[src/hdl/assert_macros.svh]
// assertion helpers used by the cache rtl
// both expect signals named clk and rst in the enclosing module
`ifndef ASSERT_MACROS_SVH
`define ASSERT_MACROS_SVH

// same-cycle implication
`define ASSERT_IMPL(name, ante, cons) \
  name: assert property (@(posedge clk) disable iff (rst) (ante) |-> (cons)) \
    else $error("same-cycle check failed");

// next-cycle implication
`define ASSERT_NEXT(name, ante, cons) \
  name: assert property (@(posedge clk) disable iff (rst) (ante) |=> (cons)) \
    else $error("next-cycle check failed");

`endif

[src/hdl/dmc_ram.sv]
module dmc_ram #(
  parameter int DEPTH = 64,
  parameter int WIDTH = 8
) (
  input  logic                     clk,
  input  logic                     en,
  input  logic                     we,
  input  logic [$clog2(DEPTH)-1:0] addr,
  input  logic [WIDTH-1:0]         wdata,
  output logic [WIDTH-1:0]         rdata
);

  logic [WIDTH-1:0] mem [DEPTH];

  // single port, registered read
  always_ff @(posedge clk) begin
    if (we) begin
      mem[addr] <= wdata;
    end else if (en) begin
      rdata <= mem[addr];
    end
  end

endmodule

[config.mk]
export PLATFORM = sky130hd
export DESIGN_NAME = dmc_ram
export DESIGN_NICKNAME = d
export VERILOG_FILES = /design/src/hdl/assert_macros.svh /design/src/hdl/dmc_ram.sv
export SDC_FILE = /design/constraint.sdc
export NUM_CORES = 1
export LEC_CHECK = 0
export BUFFER_PORTS_ARGS = -buffer_cell sky130_fd_sc_hd__buf_2
export CORE_MARGIN = 2
export CORE_UTILIZATION = 56
export DETAILED_ROUTE_END_ITERATION = 16
export PLACE_DENSITY_LB_ADDON = 0.2
export SLEW_MARGIN = 20
export SYNTH_ARGS = -nofsm -noshare
export SYNTH_HDL_FRONTEND = slang
export SYNTH_SLANG_ARGS = --single-unit
[constraint.sdc]
create_clock -name clk -period 2.9 [get_ports clk]
set_input_delay 0.725 -clock clk [delete_from_list [all_inputs] [get_ports clk]]
set_output_delay 0.725 -clock clk [all_outputs]
set_load 0.01 [all_outputs]
# Word-level counts from Yosys, hierarchy flattened
# Memories as Yosys holds them, arrays and structs flattened. A register that Yosys moved wholly into a read port is not among the register bits.
# Cells that the tools add are included.
# classes
addsub	0
n_mul	0
n_div	0
n_lt_le_gt_ge	0
eq_ne	0
shifts	0
muxes	2
n_bitwise	1
n_reduce_logical	1
# op_table
operator	n
two-way mux 1 bit	2
AND reduction 2 bit	1
inverter 1 bit	1
# word_totals
register_bits	0
latch_bits	0
mem_bits_rw	512
rom_bits	0
input_bits	17
output_inout_bits	8
wordCells	5
mem_count	1
# memory_table
memory	depth	word_bits	rd	rd_ports_with_merged_regs	write_ports	line	rtl
mem	64	8	1	1	1	dmc_ram.sv:13	logic [WIDTH-1:0] mem [DEPTH];

# Depth between registers and ports, before layout
# Gate-level depths: netlist of run 1.
# logic_depth
word_depth	2
ltp_mapped	10
mapped_depth_nobuf	5

# Worst setup path after synthesis of run 1
# OpenSTA, ideal clock, no wires.
# synth_path
kind	input to register
start	input port addr[0]
end	memory mem[12][0], enable pin
setup_time_ns	0.370
arrival_ns	2.379
required_ns	2.530
path_slack_ns	0.151
cell_stages	7
n_path_buf	4
path_cell_list	buf_4 -> buf_6 -> nor2_1 -> buf_2 -> buf_2 -> nand3_1 -> nor2_1
# synth_rtl
item	line	rtl
from (decl)	dmc_ram.sv:8	input logic [$clog2(DEPTH)-1:0] addr,
to (decl)	dmc_ram.sv:13	
# No word-level cell before the write port.

==> impl_results.md, run 1 <==
* Status: complete, no violations
* Ys flop type: edfxtp_1
* Async SR Flop Fraction at 0%
* Critical path depth at 8
* Full die area at about 38000 um2
* Most frequent cells in the layout: 520 x edfxtp_1, 195 x buf_4, 78 x nor2_1
* Hold_buf cts at 0
* Worst hold path class: input pin to flip-flop
* Die Span X at between 150 and 200 um
* Yosys warning count at 0
* Vias in the first global route at between 10000 and 15000
* Drt initial violations at about 1600
* Routed len/inst at 28.84 um
* VDD IR-drop max at roughly 0.00066 V
* # rows at 69
* Tmin final at around 2.8 ns
* CTS Buf Count at between 50 and 60
* Post-CTS sizing at 0
* Critical path launch point type: input pin
* Pre-antenna DRT Iters at 5
* Post-CTS Setup Bufs at 0
* FF-to-FF path depth at 6
* Via density at 6.575
* Synth unique cells at 52
* Layout Skew at 0.01092 ns
* Routability cong. at around 0.85
* Largest area contributor in the netlist: edfxtp_1
* Worst-path clk slew at 0.06 ns
* Synthesized area per cell at around 17 um2
* WP data arrival at 3.11 ns
* Area Overhead vs Synth at 18.04%
* Fin crit share at a little over nine tenths
* Gr ovfl total at 0
* Final #Nets at approximately 1400
* Share of cells above drive strength 1 at roughly a quarter
* Routed vias at 12340
* Final setup fails at 0
* Largest stage delay, worst path at 0.76 ns
* CP top delay family: compound AO/OA/AOI/OAI gates
* Slew Limit Fails at 0
* Relative slew slack at 24.53%
* Slowest-stage cell, CP: a2111oi_0
* Most used cell, CP: buf_4
* Chip height at around 200 um
* Mapped Area at just over 20000 um2
* Largest net degree at the start of global routing at 65
* Reg2reg end: rdata[1]
* Total power at ~16 mW
* Synth area leaders: edfxtp_1 76%, mux4_2 2.6%, a22oi_1 2.4%
* Setup crit end kind: flip-flop
* Slew @ Worst Pin at 1.131 ns
* Mapped Nets at 1192
* Gr usage total at just under 30%
* Fmax at ~360 MHz
* Crit. Startpoint: addr[0]
* CP max FO at 25
* Seq/Total Area, Yosys at 76.41%
* Remaining DRCs at 0
* Effective utilization at floorplan at roughly 57%
* IO Pins at 25
* Seq cells post-synth at between 500 and 600
* Number of flops mapped to enable cells by yosys at 520
* Final ANT Viol Nets at 0
* Sink Count at between 500 and 600
* Port Buf Inserts at 24
* RSZ-0062 raised after global routing: no
* PwrDens at ~650 nW/um2
* R2r startpoint: mem[42][1]
* Core area at ~36000 um2
* Initial antenna violation count at 4
* Maxcap violations at 0
* Htree depth at 2
* P_leak at 8.065 nW
* Final hold violation count at 0
* Post-synth top area share at 76.41%
* Worst EP required at ~3.2 ns
* First-pass GRT wire length at roughly 80000 um
* Max Buffers Root-to-Sink at 3
* Commonest non-fill, non-tap cell in the layout: edfxtp_1
* Drt total wl at around 54000 um
* Post-layout util at between 60% and 70%
* CP bufs+invs at 3
* CP Cell Sequence: buf_2 > buf_4 > or3b_2 > a21oi_1 > o41a_1 > a2111oi_0 > buf_4 > nand4_1
* Reg2reg setup slack at 0.44 ns
* Worst Setup EP: rdata[1]
* Worst-skew pair later-pin latency at approximately 0.58 ns
* Cells after synthesis at approximately 1200
* Kind of critical path: input pin to flip-flop
* CTS tree: done
* Root Driver: clkbuf_16
* HPWL after detailed placement at roughly 35000 um
## report_power, final
| part | leakage (nW) | internal, mW | switching, mW |
|---|---|---|---|
| sequential | 4.68 | 8.33 | 0.0181 |
| clock | 0.776 | 3.68 | 2.74 |
| combinational | 2.61 | 0.376 | 0.627 |
| total | 8.06 | 12.4 | 3.39 |
## Yosys cell counts (4+ instances only)
cell type  number
nor3_1          5
nand3b_1       11
nor2b_1         9
mux2i_1        46
a211o_1         5
a22o_1          9
a222oi_1        6
mux4_2         24
mux2_2         22
and2_1          4
a21oi_1        23
o22ai_1        20
edfxtp_1      520
or3b_2         12
o221ai_1       21
clkbuf_1       33
a31oi_1        14
o21ai_0        13
buf_2          32
o2bb2ai_1       4
a211oi_1        4
nor2_1         80
a221oi_1       35
nand3_1        17
a32oi_1         5
a221o_1        19
a22oi_1        66
buf_1           7
nand2_1        31
and4_1          4
o22a_1         12
nand2b_1       10
buf_4          12
nand4_1         7
buf_6           4
## worst reg2reg max path: stages, from the launching register on
cell and delay [ns]:
edfxtp_1 0.35, or3b_2 0.19, a21oi_1 0.06, o41a_1 0.50, a2111oi_0 0.76, buf_4 0.23, nand4_1 0.08
## layout make-up
| cell class | count | area [um2] |
|---|---|---|
| tap | 461 | 576.8 |
| fill | 2414 | 11620 |
| inverter | 3 | 11.26 |
| timing repair buffer | 235 | 1934 |
| antenna | 2 | 5.005 |
| sequential | 520 | 15620 |
| clock buffer | 64 | 1325 |
| clock inverter | 28 | 275.3 |
| multi-input combinational | 564 | 4379 |
## per-layer routing
metal,vias up,track usage (%),routed length (um)
met5,-,0,15
met4,2,13.32,2524
met3,148,5.648,5447
met2,748,45.41,25490
met1,6200,39.98,20660
li1,5244,-,-
## sequential cells by signal, summed over array words and instances, names as in the netlist
name / flops
rdata: 8
mem: 512
## how the worst min path moves through the flow
| stage | start | endpoint | slack [ns] | depth (start not counted) |
|---|---|---|---|---|
| final | wdata[2] | mem[53][2] | 0.54 | 1 |
| after global routing | wdata[2] | mem[33][2] | 0.54 | 1 |
| after CTS | wdata[2] | mem[33][2] | 0.52 | 1 |
| after detailed placement | mem[47][0] | rdata[0] | 0.71 | 4 |
| after global placement | mem[47][0] | rdata[0] | 0.71 | 4 |
| after floorplan | mem[0][0] | rdata[0] | 0.63 | 3 |
## per-stage QoR
| step | hold WS (ns) | cell area, um2 | setup slack [ns] | std cells | TNS [ns] |
|---|---|---|---|---|---|
| after global placement | 0.7069 | 22510 | -0.3354 | 1783 | -0.8620 |
| after detailed placement | 0.7092 | 22520 | -0.4397 | 1783 | -1.247 |
| after CTS | 0.5186 | 24120 | 0.1825 | 1875 | 0 |
| after global routing | 0.5380 | 24120 | 0.1108 | 1876 | 0 |
| final | 0.5370 | 24120 | 0.09291 | 1877 | 0 |
| after floorplan | 0.6308 | 20440 | 0.1509 | 1175 | 0 |
## cell families after synthesis
logic type	synth area share [%]
DFF	76.41
AOI/OAI and AO/OA	10.22
and+or+nand+nor	4.953
muxes	6.184
buffers and inverters	2.235
Note: power is estimated with default switching activity, not from simulation.
==> run 2: changes to the inputs <==
- ABC_AREA: not set -> 1
- CORE_ASPECT_RATIO: not set -> 1.2
- CORE_UTILIZATION: 56 -> 57
==> run 2 against run 1 <==
Count of clock-buffer cells in the layout shrank 5. Synthesized cell count grew 85%. Non-clock buffer count shrank 91. Clock power shrank 0.8%. Register-to-register slack gained 0.95 ns. First-iteration DRC count shrank 0.80%. Global-route usage shrank 2.2 points. Critical path type unchanged. Worst setup slack gained 0.71 ns. Largest cell class unchanged. Largest power group unchanged. Fmax grew 34%. Sequential power is essentially flat.
==> impl_results.md, run 2 <==
* Area Overhead vs Synth at 12.72%
* Routability cong. at 0.9122
* Gr ovfl total at 0
* Worst-path clk slew at about 0.060 ns
* Synth area leaders: edfxtp_1 71%, nand2_1 23%, nor2_1 1.5%
* Post-layout util at around 65%
* Full die area at around 40000 um2
* Slew Limit Fails at 0
* Seq/Total Area, Yosys at 70.54%
* Layout Skew at around 0.028 ns
* FF-to-FF path depth at 7
* Placed cells at about 2700
* Final #Nets at around 2300
* Final cell count without fillers at about 2800
* Final hold violation count at 0
* Max Buffers Root-to-Sink at 3
* Sink Count at between 500 and 600
* P_leak at 10.55 nW
* Fmax at between 400 and 500 MHz
* Worst EP required at about 3.2 ns
* Hold path depth at 2
* CTS Buf Count at roughly 50
* Largest net degree at the start of global routing at 90
* Commonest non-fill, non-tap cell in the layout: nand2_1
* Root Driver: clkbuf_16
* Largest area contributor in the netlist: edfxtp_1
* CP max FO at 40
* Reg area at between 15000 and 20000 um2
* Share of cells above drive strength 1 at 10.17%
* Placed cell area at between 20000 and 25000 um2
* CTS tree: done
* Post-CTS sizing at 0
* Number of flops mapped to enable cells by yosys at 520
* Compound-cell area share of the yosys netlist at less than 1%
* IO Pins at 25
* Finished Cell Area at 24950 um2
* Synthesized area per cell at approximately 10 um2
* Core area at just under 40000 um2
* VDD IR-drop max at just over 0.0005 V
* Hold_buf cts at 0
* Worst hold path class: input pin to flip-flop
* RSZ-0062 raised after global routing: no
* Synth Area in Adders at 0%
* Post-CTS Setup Bufs at 0
* Final setup TNS at 0 ns
* Mapped Nets at 2186
* Gr usage total at ~27%
* Area of the multi-input gates at just under 6000 um2
* Max reg flops at approximately 500
* Initial antenna violation count at 3
* Port Buf Inserts at 24
* Mux cell area share after synthesis at 0%
* Seq cells post-synth at 520
* Drt total wl at roughly 53000 um
* Slew @ Worst Pin at roughly 0.93 ns
* Reg2reg setup slack at ~1.4 ns
* Mapped Area at around 22000 um2
* Largest register by flop count: mem
* Ys flop type: edfxtp_1
* Drt initial violations at between 1500 and 2000
* Remaining DRCs at 0
* Pre-antenna DRT Iters at 5
* Vias in the first global route at ~14000
* Via density at 5.386
* Final setup fails at 0
* Kind of critical path: input pin to flip-flop
* Die Span X at ~180 um
* Effective utilization at floorplan at a little under three fifths
* Final ANT Viol Nets at 0
* Most frequent cells in the layout: 1384 x nand2_1, 520 x edfxtp_1, 109 x buf_4
* Layout fillers at about 3000
* PwrDens at between 600 and 700 nW/um2
* Tmin final at ~2.1 ns
* Worst-skew pair later-pin latency at about 0.58 ns
* Largest regs: mem: 512 flops, rdata: 8 flops
* Chip height at approximately 220 um
* Top cells by count, synth: 1384 x nand2_1, 520 x edfxtp_1, 88 x nor2_1
* Synth Area in XOR/XNOR at 0%
* Htree depth at 2
* Maxcap violations at 0
* Simple-gate share of the synthesized area at approximately 26%
* Cells after synthesis at 2169
* Status: complete, no violations
* Routed len/inst at between 15 and 20 um
* # rows at 79
* Async SR Flop Fraction at 0%
* Critical path launch point type: input pin
* WP data arrival at ~2.4 ns
* Setup crit end kind: flip-flop
* Synth unique cells at 21
* Cell with the most instances after synthesis: nand2_1
* First-pass GRT wire length at 81690 um
* Relative slew slack at between 30% and 40%
* Fin crit share at between 70 and 80%
* Routed vias at between 15000 and 20000
* Post-synth top area share at between 70% and 80%
* HPWL after detailed placement at 31770 um
* Yosys warning count at 0
* Largest family of logic cells by synthesized area: simple AND/OR/NAND/NOR gates
run 2: changes by cell type after synthesis, sizes merged, moves of 24 or more:
cell    delta
mux2i     -46
inv       +27
a221oi    -35
mux4      -24
nand2   +1353
a22oi     -66
run 2: kinds of logic (layout without fill, tap and decap cells):
| group | after synthesis | in the layout |
|---|---|---|
| simple gates | 1505 | 1505 |
| flops | 520 | 520 |
| buf+inv | 132 | 265 |
| compound gates | 12 | 12 |
| other cells | 0 | 2 |
run 2: per-layer routing:
metal | up-vias | share of wire (%) | global-route usage [%]
li1 | 7202 | - | -
met1 | 7094 | 42 | 37.25
met2 | 623 | 47 | 43.32
met3 | 106 | 7.5 | 4.264
met4 | 2 | 3.1 | 9.947
met5 | - | 0.030 | 0
run 2: final cells by class:
class | instances | share of cell area [%]
repair buffers | 144 | 4.739
clock buffers | 59 | 5.235
multi-input cells | 1517 | 23.32
well taps | 486 | 2.437
diodes | 2 | 0.02006
flip-flops and latches | 520 | 62.58
inverters | 31 | 0.4915
clock inverters | 31 | 1.173
run 2: critical path: stages:
cell and delay, ns:
clkbuf_8 0.20, inv_6 0.35, nand3_1 0.44, buf_4 0.29, nor2_1 0.13, buf_4 0.20
run 2: through the flow:
step	total power [mW]	hold WS, ns	setup WS [ns]
5_1_grt	16.15	0.6845	0.7482
4_1_cts	15.76	0.6707	0.8316
2_1_floorplan	9.076	0.6743	0.2064
3_5_place_dp	9.480	0.7509	0.2327
6_report	15.70	0.6792	0.8043
3_3_place_gp	9.463	0.7236	0.2904
run 2: report_power, final:
part / total [mW] / internal (mW) / switching (mW)
Combinational: 0.986 / 0.259 / 0.727
Sequential: 8.35 / 8.33 / 0.0169
Clock: 6.37 / 3.66 / 2.71
Total: 15.7 / 12.2 / 3.45
run 2: path summary, 6_finish.rpt:
check        startpoint   endpoint
min            wdata[0]  mem[2][0]
max             addr[0]  mem[8][6]
min reg2reg  mem[31][6]   rdata[6]
max reg2reg  mem[39][6]   rdata[6]
